[config.mk]
export PLATFORM = sky130hd
export DESIGN_NAME = lottery_slot_picker
export DESIGN_NICKNAME = d
export VERILOG_FILES = /design/src/sv/lsp_pkg.sv /design/src/sv/lottery_slot_picker.sv /design/src/sv/lsp_ram.sv /design/src/sv/lsp_mod_unit.sv
export VERILOG_INCLUDE_DIRS = /design/src /design/src/sv
export SDC_FILE = /design/constraint.sdc
export NUM_CORES = 2
export LEC_CHECK = 0
export BUFFER_PORTS_ARGS = -buffer_cell sky130_fd_sc_hd__buf_4
export CAP_MARGIN = 20
export CORE_MARGIN = 3
export CORE_UTILIZATION = 55
export CTS_BUF_LIST = sky130_fd_sc_hd__clkbuf_4
export DETAILED_ROUTE_END_ITERATION = 16
export GPL_TIMING_DRIVEN = 0
export HOLD_SLACK_MARGIN = 0.05
export PLACE_DENSITY = 0.71
export SLEW_MARGIN = 10
export SYNTH_ARGS = -nofsm -noshare
export SYNTH_HDL_FRONTEND = slang
export SYNTH_HIERARCHICAL = 1
export SYNTH_SLANG_ARGS = --single-unit
[constraint.sdc]
create_clock -name clk -period 6.2 [get_ports clk]
set_input_delay 0.93 -clock clk [delete_from_list [all_inputs] [get_ports clk]]
set_output_delay 0.93 -clock clk [all_outputs]
set_load 0.02 [all_outputs]
[src/sv/lottery_slot_picker_assert.svh]
`ifndef LOTTERY_SLOT_PICKER_ASSERT_SVH
`define LOTTERY_SLOT_PICKER_ASSERT_SVH

// same-cycle implication, checked out of reset
`define LSP_ASSERT_NOW(lbl, ante, cons, msg) \
  lbl: assert property (@(posedge clk) disable iff (!rst_n) (ante) |-> (cons)) else $error(msg);

// next-cycle implication, checked out of reset
`define LSP_ASSERT_NEXT(lbl, ante, cons, msg) \
  lbl: assert property (@(posedge clk) disable iff (!rst_n) (ante) |=> (cons)) else $error(msg);

`endif

[src/sv/lsp_pkg.sv]
package lsp_pkg;

  typedef enum logic {
    OP_WRITE = 1'b0,
    OP_DRAW  = 1'b1
  } lsp_op_t;

  typedef struct packed {
    lsp_op_t     op;
    logic [5:0]  slot;
    logic [15:0] tickets;
    logic        eligible;
  } lsp_in_t;

  typedef struct packed {
    logic [5:0] chosen_slot;
    logic       found;
  } lsp_out_t;

  typedef enum logic [2:0] {
    ST_CLEAR,
    ST_IDLE,
    ST_SUM,
    ST_RAND,
    ST_MOD,
    ST_PICK,
    ST_RESULT
  } lsp_state_t;

  localparam logic [63:0] SEED_BASE = 64'h9e37_79b9_7f4a_7c15;
  localparam logic [63:0] SEED_MUL  = 64'hbf58_476d_1ce4_e5b9;
  localparam int XS_SHL_A = 13;
  localparam int XS_SHR_B = 7;
  localparam int XS_SHL_C = 17;
  localparam int RAND_W   = 64;

  function automatic logic [63:0] seed_for(logic [2:0] cpu);
    logic [3:0]  c;
    logic [63:0] p;
    logic [63:0] s;
    c = {1'b0, cpu} + 4'd1;
    // the cpu factor is only four bits wide, so a few shifted adds
    p = '0;
    for (int k = 0; k < 4; k++) begin
      if (c[k]) begin
        p = p + (SEED_MUL << k);
      end
    end
    s = SEED_BASE ^ p;
    if (s == 64'd0) begin
      s = 64'd1;
    end
    return s;
  endfunction

  function automatic logic [63:0] xs_step(logic [63:0] s);
    logic [63:0] x;
    x = (s == 64'd0) ? 64'd1 : s;
    x = x ^ (x << XS_SHL_A);
    x = x ^ (x >> XS_SHR_B);
    x = x ^ (x << XS_SHL_C);
    return x;
  endfunction

endpackage

[src/sv/lottery_slot_picker.sv]
// write item: accepted with no result; the next item may follow at once
// draw item: passes through the sum scan, the seed step, the bit-serial modulo, the pick
// scan and the result step, which waits for a free output; an empty table skips to the result
// one draw at a time; in_ready is low from draw acceptance until its result is registered
// reset (synchronous, active low) clears the eligible bits by a pass over the ram with
// in_ready low, and seeds the generator for cpu 0
`include "lottery_slot_picker_assert.svh"

module lottery_slot_picker import lsp_pkg::*; #(
  parameter int SLOTS       = 64,
  parameter int TICKET_BITS = 16
) (
  input  logic       clk,
  input  logic       rst_n,
  input  logic       in_valid,
  output logic       in_ready,
  input  lsp_in_t    in_data,
  output logic       out_valid,
  input  logic       out_ready,
  output lsp_out_t   out_data,
  input  logic       cfg_valid,
  output logic       cfg_ready,
  input  logic [2:0] cfg_data
);

  localparam int SLOT_W = $clog2(SLOTS);
  localparam int CNT_W  = $clog2(SLOTS + 1);
  localparam int TOT_W  = TICKET_BITS + SLOT_W;
  localparam int WORD_W = TICKET_BITS + 1;
  localparam logic [CNT_W-1:0] CNT_END  = CNT_W'(SLOTS);
  localparam logic [CNT_W-1:0] CNT_LAST = CNT_W'(SLOTS - 1);
  localparam logic [63:0] SEED_RESET = seed_for(3'd0);

  lsp_state_t state_r, state_nxt;

  logic [CNT_W-1:0]       cnt_r, cnt_nxt;
  logic                   pend_r, pend_nxt;
  logic [SLOT_W-1:0]      pidx_r, pidx_nxt;
  logic [TOT_W-1:0]       acc_r, acc_nxt;
  logic [63:0]            rng_r, rng_nxt;
  logic [5:0]             res_slot_r, res_slot_nxt;
  logic                   res_found_r, res_found_nxt;
  logic                   out_valid_r;
  lsp_out_t               out_data_r;

  logic                   ram_we;
  logic [SLOT_W-1:0]      ram_waddr;
  logic [WORD_W-1:0]      ram_wdata;
  logic [WORD_W-1:0]      ram_rdata;
  logic [TICKET_BITS-1:0] tk_in;
  logic                   slot_ok;

  logic                   in_fire;
  logic                   scan_run;
  logic                   scan_end;
  logic                   hit;
  logic [TOT_W-1:0]       acc_add;
  logic                   win;
  logic                   out_free;
  logic                   mod_start;
  logic                   mod_done;
  logic [TOT_W-1:0]       draw;
  logic [63:0]            rng_step;

  assign in_fire  = in_valid && in_ready;
  assign out_free = !out_valid_r || out_ready;
  assign scan_end = (cnt_r == CNT_END) && !pend_r;
  assign hit      = pend_r && ram_rdata[TICKET_BITS];
  assign acc_add  = acc_r + TOT_W'(ram_rdata[TICKET_BITS-1:0]);
  assign win      = hit && (acc_add > draw);
  assign rng_step = xs_step(rng_r);
  assign slot_ok  = 32'(in_data.slot) < SLOTS;

  always_comb begin
    tk_in = TICKET_BITS'(in_data.tickets);
    if (tk_in == '0) begin
      tk_in = TICKET_BITS'(1);
    end
  end

  // next state
  always_comb begin
    state_nxt = state_r;
    unique case (state_r)
      ST_CLEAR: begin
        if (cnt_r == CNT_LAST) state_nxt = ST_IDLE;
      end
      ST_IDLE: begin
        if (in_fire && in_data.op == OP_DRAW) state_nxt = ST_SUM;
      end
      ST_SUM: begin
        if (scan_end) state_nxt = (acc_r == '0) ? ST_RESULT : ST_RAND;
      end
      ST_RAND: begin
        state_nxt = ST_MOD;
      end
      ST_MOD: begin
        if (mod_done) state_nxt = ST_PICK;
      end
      ST_PICK: begin
        if (win || scan_end) state_nxt = ST_RESULT;
      end
      ST_RESULT: begin
        if (out_free) state_nxt = ST_IDLE;
      end
      default: state_nxt = ST_IDLE;
    endcase
  end

  // state outputs
  always_comb begin
    in_ready  = 1'b0;
    scan_run  = 1'b0;
    mod_start = 1'b0;
    ram_we    = 1'b0;
    ram_waddr = SLOT_W'(in_data.slot);
    ram_wdata = {in_data.eligible, tk_in};
    unique case (state_r)
      ST_CLEAR: begin
        ram_we    = 1'b1;
        ram_waddr = cnt_r[SLOT_W-1:0];
        ram_wdata = '0;
      end
      ST_IDLE: begin
        in_ready = 1'b1;
        ram_we   = in_fire && in_data.op == OP_WRITE && slot_ok;
      end
      ST_SUM, ST_PICK: begin
        scan_run = 1'b1;
      end
      ST_RAND: begin
        mod_start = 1'b1;
      end
      ST_MOD, ST_RESULT: begin
        scan_run = 1'b0;
      end
      default: begin
        in_ready = 1'b0;
      end
    endcase
  end

  // datapath
  always_comb begin
    cnt_nxt       = cnt_r;
    pend_nxt      = scan_run && (cnt_r < CNT_END);
    pidx_nxt      = cnt_r[SLOT_W-1:0];
    acc_nxt       = acc_r;
    rng_nxt       = rng_r;
    res_slot_nxt  = res_slot_r;
    res_found_nxt = res_found_r;
    case (state_r)
      ST_CLEAR: cnt_nxt = (cnt_r == CNT_LAST) ? '0 : cnt_r + CNT_W'(1);
      ST_IDLE: begin
        cnt_nxt = '0;
        acc_nxt = '0;
      end
      ST_SUM, ST_PICK: begin
        if (cnt_r < CNT_END) cnt_nxt = cnt_r + CNT_W'(1);
        if (hit) acc_nxt = acc_add;
      end
      ST_RAND: begin
        cnt_nxt = '0;
        acc_nxt = '0;
        rng_nxt = rng_step;
      end
      default: cnt_nxt = cnt_r;
    endcase
    // empty table or a scan that ran out reports nothing found
    if ((state_r == ST_SUM && scan_end && acc_r == '0)
        || (state_r == ST_PICK && scan_end && !win)) begin
      res_slot_nxt  = '0;
      res_found_nxt = 1'b0;
    end else if (state_r == ST_PICK && win) begin
      res_slot_nxt  = 6'(pidx_r);
      res_found_nxt = 1'b1;
    end
    if (cfg_valid && cfg_ready) begin
      rng_nxt = seed_for(cfg_data);
    end
  end

  always_ff @(posedge clk) begin
    if (!rst_n) begin
      state_r     <= ST_CLEAR;
      cnt_r       <= '0;
      pend_r      <= 1'b0;
      rng_r       <= SEED_RESET;
      out_valid_r <= 1'b0;
    end else begin
      state_r <= state_nxt;
      cnt_r   <= cnt_nxt;
      pend_r  <= pend_nxt;
      rng_r   <= rng_nxt;
      if (state_r == ST_RESULT && out_free) begin
        out_valid_r <= 1'b1;
      end else if (out_ready) begin
        out_valid_r <= 1'b0;
      end
    end
    pidx_r      <= pidx_nxt;
    acc_r       <= acc_nxt;
    res_slot_r  <= res_slot_nxt;
    res_found_r <= res_found_nxt;
    if (state_r == ST_RESULT && out_free) begin
      out_data_r.chosen_slot <= res_slot_r;
      out_data_r.found       <= res_found_r;
    end
  end

  lsp_ram #(
    .WIDTH (WORD_W),
    .DEPTH (SLOTS)
  ) u_ticket_ram (
    .clk   (clk),
    .we    (ram_we),
    .waddr (ram_waddr),
    .wdata (ram_wdata),
    .raddr (cnt_r[SLOT_W-1:0]),
    .rdata (ram_rdata)
  );

  lsp_mod_unit #(
    .DIV_W (TOT_W)
  ) u_mod (
    .clk      (clk),
    .rst_n    (rst_n),
    .start    (mod_start),
    .dividend (rng_step),
    .divisor  (acc_r),
    .done     (mod_done),
    .rem      (draw)
  );

  assign cfg_ready = 1'b1;
  assign out_valid = out_valid_r;
  assign out_data  = out_data_r;

  `LSP_ASSERT_NEXT(a_draw_starts_scan, in_valid && in_ready && in_data.op == OP_DRAW, state_r == ST_SUM, "draw item did not start the ticket scan")
  `LSP_ASSERT_NOW(a_out_from_result, $rose(out_valid_r), $past(state_r) == ST_RESULT, "result appeared outside the result step")
  `LSP_ASSERT_NOW(a_pick_below_draw, state_r == ST_PICK, acc_r <= draw, "running sum passed the draw without a pick")

endmodule

[src/sv/lsp_ram.sv]
module lsp_ram #(
  parameter int WIDTH = 17,
  parameter int DEPTH = 64
) (
  input  logic                     clk,
  input  logic                     we,
  input  logic [$clog2(DEPTH)-1:0] waddr,
  input  logic [WIDTH-1:0]         wdata,
  input  logic [$clog2(DEPTH)-1:0] raddr,
  output logic [WIDTH-1:0]         rdata
);

  logic [WIDTH-1:0] mem_r [DEPTH];
  logic [WIDTH-1:0] rdata_r;

  always_ff @(posedge clk) begin
    if (we) begin
      mem_r[waddr] <= wdata;
    end
    rdata_r <= mem_r[raddr];
  end

  assign rdata = rdata_r;

endmodule

[src/sv/lsp_mod_unit.sv]
`include "lottery_slot_picker_assert.svh"

module lsp_mod_unit import lsp_pkg::*; #(
  parameter int DIV_W = 22
) (
  input  logic              clk,
  input  logic              rst_n,
  input  logic              start,
  input  logic [63:0]       dividend,
  input  logic [DIV_W-1:0]  divisor,
  output logic              done,
  output logic [DIV_W-1:0]  rem
);

  localparam int STEP_W = $clog2(RAND_W);
  localparam logic [STEP_W-1:0] LAST_STEP = STEP_W'(RAND_W - 1);

  logic              busy_r, busy_nxt;
  logic              done_r, done_nxt;
  logic [STEP_W-1:0] step_r, step_nxt;
  logic [63:0]       quo_r, quo_nxt;
  logic [DIV_W-1:0]  rem_r, rem_nxt;
  logic [DIV_W-1:0]  div_r, div_nxt;
  logic [DIV_W:0]    trial;
  logic [DIV_W:0]    diff;

  // restoring remainder, one dividend bit per cycle, msb first
  always_comb begin
    trial    = {rem_r, quo_r[63]};
    diff     = trial - {1'b0, div_r};
    busy_nxt = busy_r;
    done_nxt = done_r;
    step_nxt = step_r;
    quo_nxt  = quo_r;
    rem_nxt  = rem_r;
    div_nxt  = div_r;
    if (start) begin
      busy_nxt = 1'b1;
      done_nxt = 1'b0;
      step_nxt = '0;
      quo_nxt  = dividend;
      rem_nxt  = '0;
      div_nxt  = divisor;
    end else if (busy_r) begin
      quo_nxt  = quo_r << 1;
      rem_nxt  = (trial >= {1'b0, div_r}) ? diff[DIV_W-1:0] : trial[DIV_W-1:0];
      step_nxt = step_r + STEP_W'(1);
      if (step_r == LAST_STEP) begin
        busy_nxt = 1'b0;
        done_nxt = 1'b1;
      end
    end
  end

  always_ff @(posedge clk) begin
    if (!rst_n) begin
      busy_r <= 1'b0;
      done_r <= 1'b0;
      step_r <= '0;
    end else begin
      busy_r <= busy_nxt;
      done_r <= done_nxt;
      step_r <= step_nxt;
    end
    quo_r <= quo_nxt;
    rem_r <= rem_nxt;
    div_r <= div_nxt;
  end

  assign done = done_r;
  assign rem  = rem_r;

  `LSP_ASSERT_NOW(a_rem_below_div, busy_r && !start, rem_r < div_r, "remainder reached divisor")
  `LSP_ASSERT_NEXT(a_done_after_last, busy_r && !start && step_r == LAST_STEP, done_r && !busy_r, "modulo did not finish after last step")

endmodule

Word-level counts from Yosys, hierarchy flattened
Memories as Yosys holds them, arrays and structs flattened. A register that Yosys moved wholly into a read port is not among the register bits.
Index checks and enable logic that the tools add are counted.
- bits in registers: 234
- memory bits (writable): 1088
- input port bits: 32
- output and inout port bits: 10
- word-level logic and storage cells: 130
- memories: 1
- memories (name ; depth ; bits a word ; rd ports ; clocked after memory_dff ; write ports ; line ; source):
    u_ticket_ram.mem_r ; 64 ; 17 ; 1 ; 1 ; 1 ; lsp_ram.sv:13 ; logic [WIDTH-1:0] mem_r [DEPTH];
- add/subtract/negate cells: 8
- $lt $le $gt $ge: 3
- equality and inequality tests: 17
- multiplexer cells: 42
- bitwise operators: 6
- reductions and logical operators: 36
- operators by type and width (cell ; number):
    $mux 64 ; 14
    $add 64x64->64 const B ; 2
    $logic_not 64->1 ; 2
    $xor 64x64->64 ; 2
    $add 64x63->64 const B ; 1
    $xor 64x57->64 ; 1
    $mux 22 ; 2
    $pmux 22 s2 ; 1
    $not 38->38 ; 1
    $ge 23x22->1 ; 1
    $add 22x16->22 ; 1
    $gt 22x22->1 ; 1
    $logic_not 22->1 ; 1
    $sub 22x22->22 ; 1
    $mux 3 ; 7
    $pmux 3 s7 ; 1
    $pmux 7 s3 ; 1
    $mux 17 ; 1
    $logic_not 16->1 ; 1
    $mux 16 ; 1
    $mux 7 ; 2
    $ne 2x2->1 const B ; 7
    $logic_and 1x1->1 ; 13
    $mux 1 ; 10
    22 further kinds ; 37

Depth between registers and ports, before layout
- depth in word-level cells: 16
- depth in mapped cells: 20
- gate-level depth less buffers: 19

Hierarchy
Netlist, hierarchy kept.
- modules (own cells, without submodules) (module ; instances ; cells each ; area each (um2) ; seq. area each (um2)):
    lsp_ram ; 1 ; 1953 ; 42344.4 ; 33011.7
    lottery_slot_picker ; 1 ; 1232 ; 9892.0 ; 2652.5
    lsp_mod_unit ; 1 ; 483 ; 5824.3 ; 3183.1

Worst setup path after synthesis
Ideal clock, no wire load.
- path kind: flip-flop to flip-flop
- start point: register state_r[0]
- end point: memory u_ticket_ram.mem_r[48][0], enable pin
- setup time: 0.412 ns
- arrival: 3.347 ns
- data required time: 5.788 ns
- setup slack: 2.440 ns
- stages on the path, launching flop included: 9
- buffers on the path: 3
- period minus slack after synthesis: 3.760 ns
- cell sequence: dfxtp_1 clkbuf_1 nor3_1 clkbuf_1 mux2_2 clkbuf_1 nor2b_1 nand4b_1 nor3_1
- elaborated cells between the ends (all ways): 9
- classes of those cells: 1 x eq/ne; 5 x mux; 3 x reduce/logical
- RTL lines (item ; line ; source):
    start, declared ; lottery_slot_picker.sv:34 ; lsp_state_t state_r, state_nxt;
    start signal, assigned ; lottery_slot_picker.sv:191 ; state_r <= state_nxt;
    $logic_not 3->1 ; lottery_slot_picker.sv:118 ; unique case (state_r)
    $mux 6 ; lottery_slot_picker.sv:118 ;
    net ram_waddr[3] ; lottery_slot_picker.sv:47 ; logic [SLOT_W-1:0] ram_waddr;
    end, declared ; lsp_ram.sv:13 ;
The timed path passes the listed nets, and every way through them passes these cells.

Worst setup path in the final report
- start point: register state_r[0]
- end point: memory u_ticket_ram.mem_r[62][15], enable pin
- longest elaborated chain between the ends: 7
- elaborated cells between the ends (all ways): 9
- classes of those cells: 1 x eq/ne; 5 x mux; 3 x reduce/logical
- RTL lines (item ; line ; source):
    $eq 3x1->1 ; lottery_slot_picker.sv:118 ;
    $mux 1 ; lottery_slot_picker.sv:118 ;
    $logic_and 1x1->1 ; lottery_slot_picker.sv:65 ; assign in_fire = in_valid && in_ready;
    $logic_and 1x1->1 ; lottery_slot_picker.sv:126 ; ram_we = in_fire && in_data.op == OP_WRITE && slot_ok;
    $pmux 1 s2 (*) ; lottery_slot_picker.sv:118 ;
    net ram_we ; lottery_slot_picker.sv:46 ; logic ram_we;
    $mux 1 (*) ; lsp_ram.sv:17 ; if (we) begin
    $mux 1 (implied by the code) (*) ; lsp_ram.sv:18 ; mem_r[waddr] <= wdata;
The timed path passes the listed nets; every way through them passes the cells marked *.

==> key figures <==
Clocking
  • Clk root buf: clkbuf_4
  • Clk Latency, worst-skew pair: 1.21 ns
  • Cts bufs inserted: 349
  • Sink Count: 1339
  • CTS tree: built
  • Max Root-Sink Buffers: 4
  • Clock slew at reported path FFs: 0.07 ns
  • CTS resizes: 0
  • H-tree Lvls: 5

Synth
  • Synth cell types: 89
  • Register bit total from synthesis: 1339
  • Yosys warnings: 6
  • Mapped Cells: 3668
  • EDFF count, synth: 1203
  • Mapped cell area: 58100 µm²
  • Post-synth ARST share: 0
  • Syn nets: 3788
  • Ys flop type: edfxtp_1
  • Syn avg cell area: 15.8 µm²
  • Post-synthesis sequential area ratio: 0.669

Timing
  • Slew HR: 0.258
  • Slew @ Worst Pin: 1.10 ns
  • Fin crit share: 0.776
  • Setup TNS: 0 ns
  • Final worst slack: 1.39 ns
  • Final setup fails: 0
  • FMAX: 208 MHz
  • RSZ-0062 raised after global routing: no
  • Clk_skew: 0.116 ns
  • Pins Over Slew Limit: 0
  • Shortest period the worst path allows: 4.81 ns
  • Final Hold Viols: 0
  • Hold Worst Slack: 0.221 ns

Min path
  • Hold Path Stages: 2
  • WHS Endpoint: u_ticket_ram/mem_r[44][13]$_DFFE_PP_
  • Worst hold-check path type: in2reg
  • Min-Delay Startpoint: in_data[14]

Global routing
  • Antenna violations before repair: 8
  • GRT Util Overall: 0.289
  • Largest net degree at the start of global routing: 55
  • First-pass GRT wire length: 232 mm
  • Vias in the first global route: 35700
  • Global route total overflow: 0

Setup path
  • Worst setup EP type: flop
  • Crit path DAT: 5.65 ns
  • R2r startpoint: state_r[0]$_SDFFE_PN0P_
  • R2r endpoint: u_ticket_ram/mem_r[62][15]$_DFFE_PP_
  • Crit start category: flop
  • Max Fanout on Critical Path: 10
  • Reg2Reg Depth: 8
  • Worst EP required: 7.04 ns
  • Setup CP Type: reg2reg
  • Reg2reg setup slack: 1.39 ns

Placed design
  • Port bufs: 39
  • Setup slack at placement: 1.54 ns
  • Placed Instances: 5183
  • Dpl cell area: 62100 µm²
  • GPL Wtd Cong: 0.971
  • Post-DP HPWL: 111 mm

Die
  • Core area: 104000 µm²
  • Die area: 109000 µm²
  • I/O Pins: 42
  • Die height: 331 µm
  • Die Wd: 331 µm
  • Initial Utilization: 0.558
  • Cell Rows: 118

Power
  • Power, Total: 19.8 mW
  • Max IR drop VDD: 0.247 mV
  • PD cells: 299 nW/µm²
  • Leakage: 22.6 nW

Cells and area
  • Most common cell after layout, fill and taps aside: edfxtp_1
  • Most frequent cells in the layout: edfxtp_1, clkbuf_4, nor2_1
  • Fin area: 66300 µm²
  • Fillers: 7524
  • Nets: 4277
  • Area Growth Syn to Fin: 14.2%
  • Share of cells above drive strength 1: 0.266
  • Finished Layout Cells: 5774
  • Register area: 38800 µm²
  • Multi-input logic area: 18100 µm²
  • Utilization after layout: 0.637

Detailed routing
  • First-pass DRT Iterations: 6
  • Avg WL per Cell: 27.0 µm
  • DRC Markers: 0
  • Final wirelength: 156 mm
  • Final ANT Viol Nets: 0
  • Vias after detailed routing: 35700
  • Drt initial violations: 4157
  • Vias per cell: 6.19

Outcome
  • Outcome: finished, final reports clean

Run
  • Maximum Capacitance Violations: 0
[kinds of logic (layout without fill, tap and decap cells)]
logic type | count (synthesis) | count (layout) | share of synthesized area
buffers and inverters | 303 | 1019 | 0.0253
multiplexers | 458 | 458 | 0.127
AND/OR/NAND/NOR | 723 | 723 | 0.0593
other | 1 | 11 | 0.0000646
adder cells (fa/ha/maj) | 88 | 88 | 0.0192
AO/OA/AOI/OAI | 514 | 514 | 0.0630
XOR/XNOR | 242 | 242 | 0.0366
flip-flops | 1339 | 1339 | 0.669
[worst max-delay path: stages (launching register included)]
cell and delay, ns:
dfxtp_1 0.33, clkbuf_1 0.21, nor3_2 0.87, clkbuf_1 0.85, a31o_2 0.44, nor2b_1 0.31
nand3_1 0.49, nor2_2 0.72, buf_8 0.25
[power breakdown]
| part | internal [mW] | switching [mW] |
|---|---|---|
| sequential | 9.83 | 0.116 |
| combinational | 1.03 | 1.63 |
| clock | 3.82 | 3.40 |
[per-layer routing]
metal  track usage  vias up  wire length, µm
met5             0        -               33
met4         0.113        4             5460
met3        0.0695      325            16400
met2         0.454     2046            74100
met1         0.395    17900            59900
li1              -    15500                -
[Yosys cell counts (12+ instances only)]
| cell type | count | area share |
|---|---|---|
| a21o_1 | 17 | 0.0022 |
| xor2_1 | 60 | 0.0091 |
| mux2i_1 | 156 | 0.027 |
| nand2_1 | 151 | 0.0098 |
| nand4_1 | 22 | 0.0024 |
| buf_4 | 19 | 0.0025 |
| inv_1 | 94 | 0.0061 |
| dfxtp_1 | 136 | 0.047 |
| or3_1 | 16 | 0.0017 |
| xnor2_1 | 181 | 0.027 |
| and3_1 | 26 | 0.0028 |
| a21oi_1 | 115 | 0.0099 |
| o211ai_1 | 12 | 0.0016 |
| nor2_1 | 282 | 0.018 |
| o221ai_1 | 17 | 0.0026 |
| o311ai_0 | 13 | 0.0020 |
| nor4_1 | 35 | 0.0038 |
| and2_1 | 13 | 0.0014 |
| nor3_1 | 20 | 0.0017 |
| o21ai_0 | 66 | 0.0057 |
| edfxtp_1 | 1203 | 0.62 |
| nand3_1 | 33 | 0.0028 |
| a22oi_1 | 69 | 0.0089 |
| clkbuf_1 | 106 | 0.0069 |
| mux4_2 | 216 | 0.084 |
| ha_1 | 86 | 0.019 |
| buf_2 | 53 | 0.0046 |
| a211oi_1 | 50 | 0.0065 |
| a221oi_1 | 47 | 0.0071 |
| mux2_2 | 86 | 0.017 |
| nor2b_1 | 76 | 0.0082 |
| buf_6 | 12 | 0.0023 |
[how the worst max path moves through the flow]
stage                            startpoint                                    to  cells past startpoint
finish              state_r[0]$_SDFFE_PN0P_  u_ticket_ram/mem_r[62][15]$_DFFE_PP_                      8
CTS                 state_r[1]$_SDFFE_PN0P_             u_mod/quo_r[55]$_DFFE_PP_                      9
global route        state_r[1]$_SDFFE_PN0P_   u_ticket_ram/mem_r[62][0]$_DFFE_PP_                      8
global placement    state_r[1]$_SDFFE_PN0P_    u_ticket_ram/mem_r[0][7]$_DFFE_PP_                      4
floorplan           state_r[0]$_SDFFE_PN0P_   u_ticket_ram/mem_r[48][0]$_DFFE_PP_                      8
detailed placement  state_r[1]$_SDFFE_PN0P_             u_mod/quo_r[54]$_DFFE_PP_                      9
[area by class of cell]
cell class | instances | area share
well taps | 1380 | 0.0260
inverters | 99 | 0.00560
repair buffers | 138 | 0.0310
diodes | 10 | 0.000377
clock buffers | 496 | 0.0561
multi-input cells | 2026 | 0.272
flip-flops and latches | 1339 | 0.586
clock inverters | 82 | 0.00651
plain buffers | 204 | 0.0165
[timing repair]
item / CTS / global route
buffers inserted: 0 / 0
endpoints found under the hold margin: 2 / 0
hold buffers: 2 / 0
[state kept, by name, indices dropped and copies added, names as in the netlist, 6 cells and up]
register	flops
acc_r	22
cnt_r	7
out_data	7
pidx_r	6
res_slot_r	6
rng_r	64
u_mod/div_r	22
u_mod/quo_r	64
u_mod/rem	22
u_mod/step_r	6
u_ticket_ram/mem_r	1088
u_ticket_ram/rdata	17
Note: power is estimated with default switching activity, not from simulation.
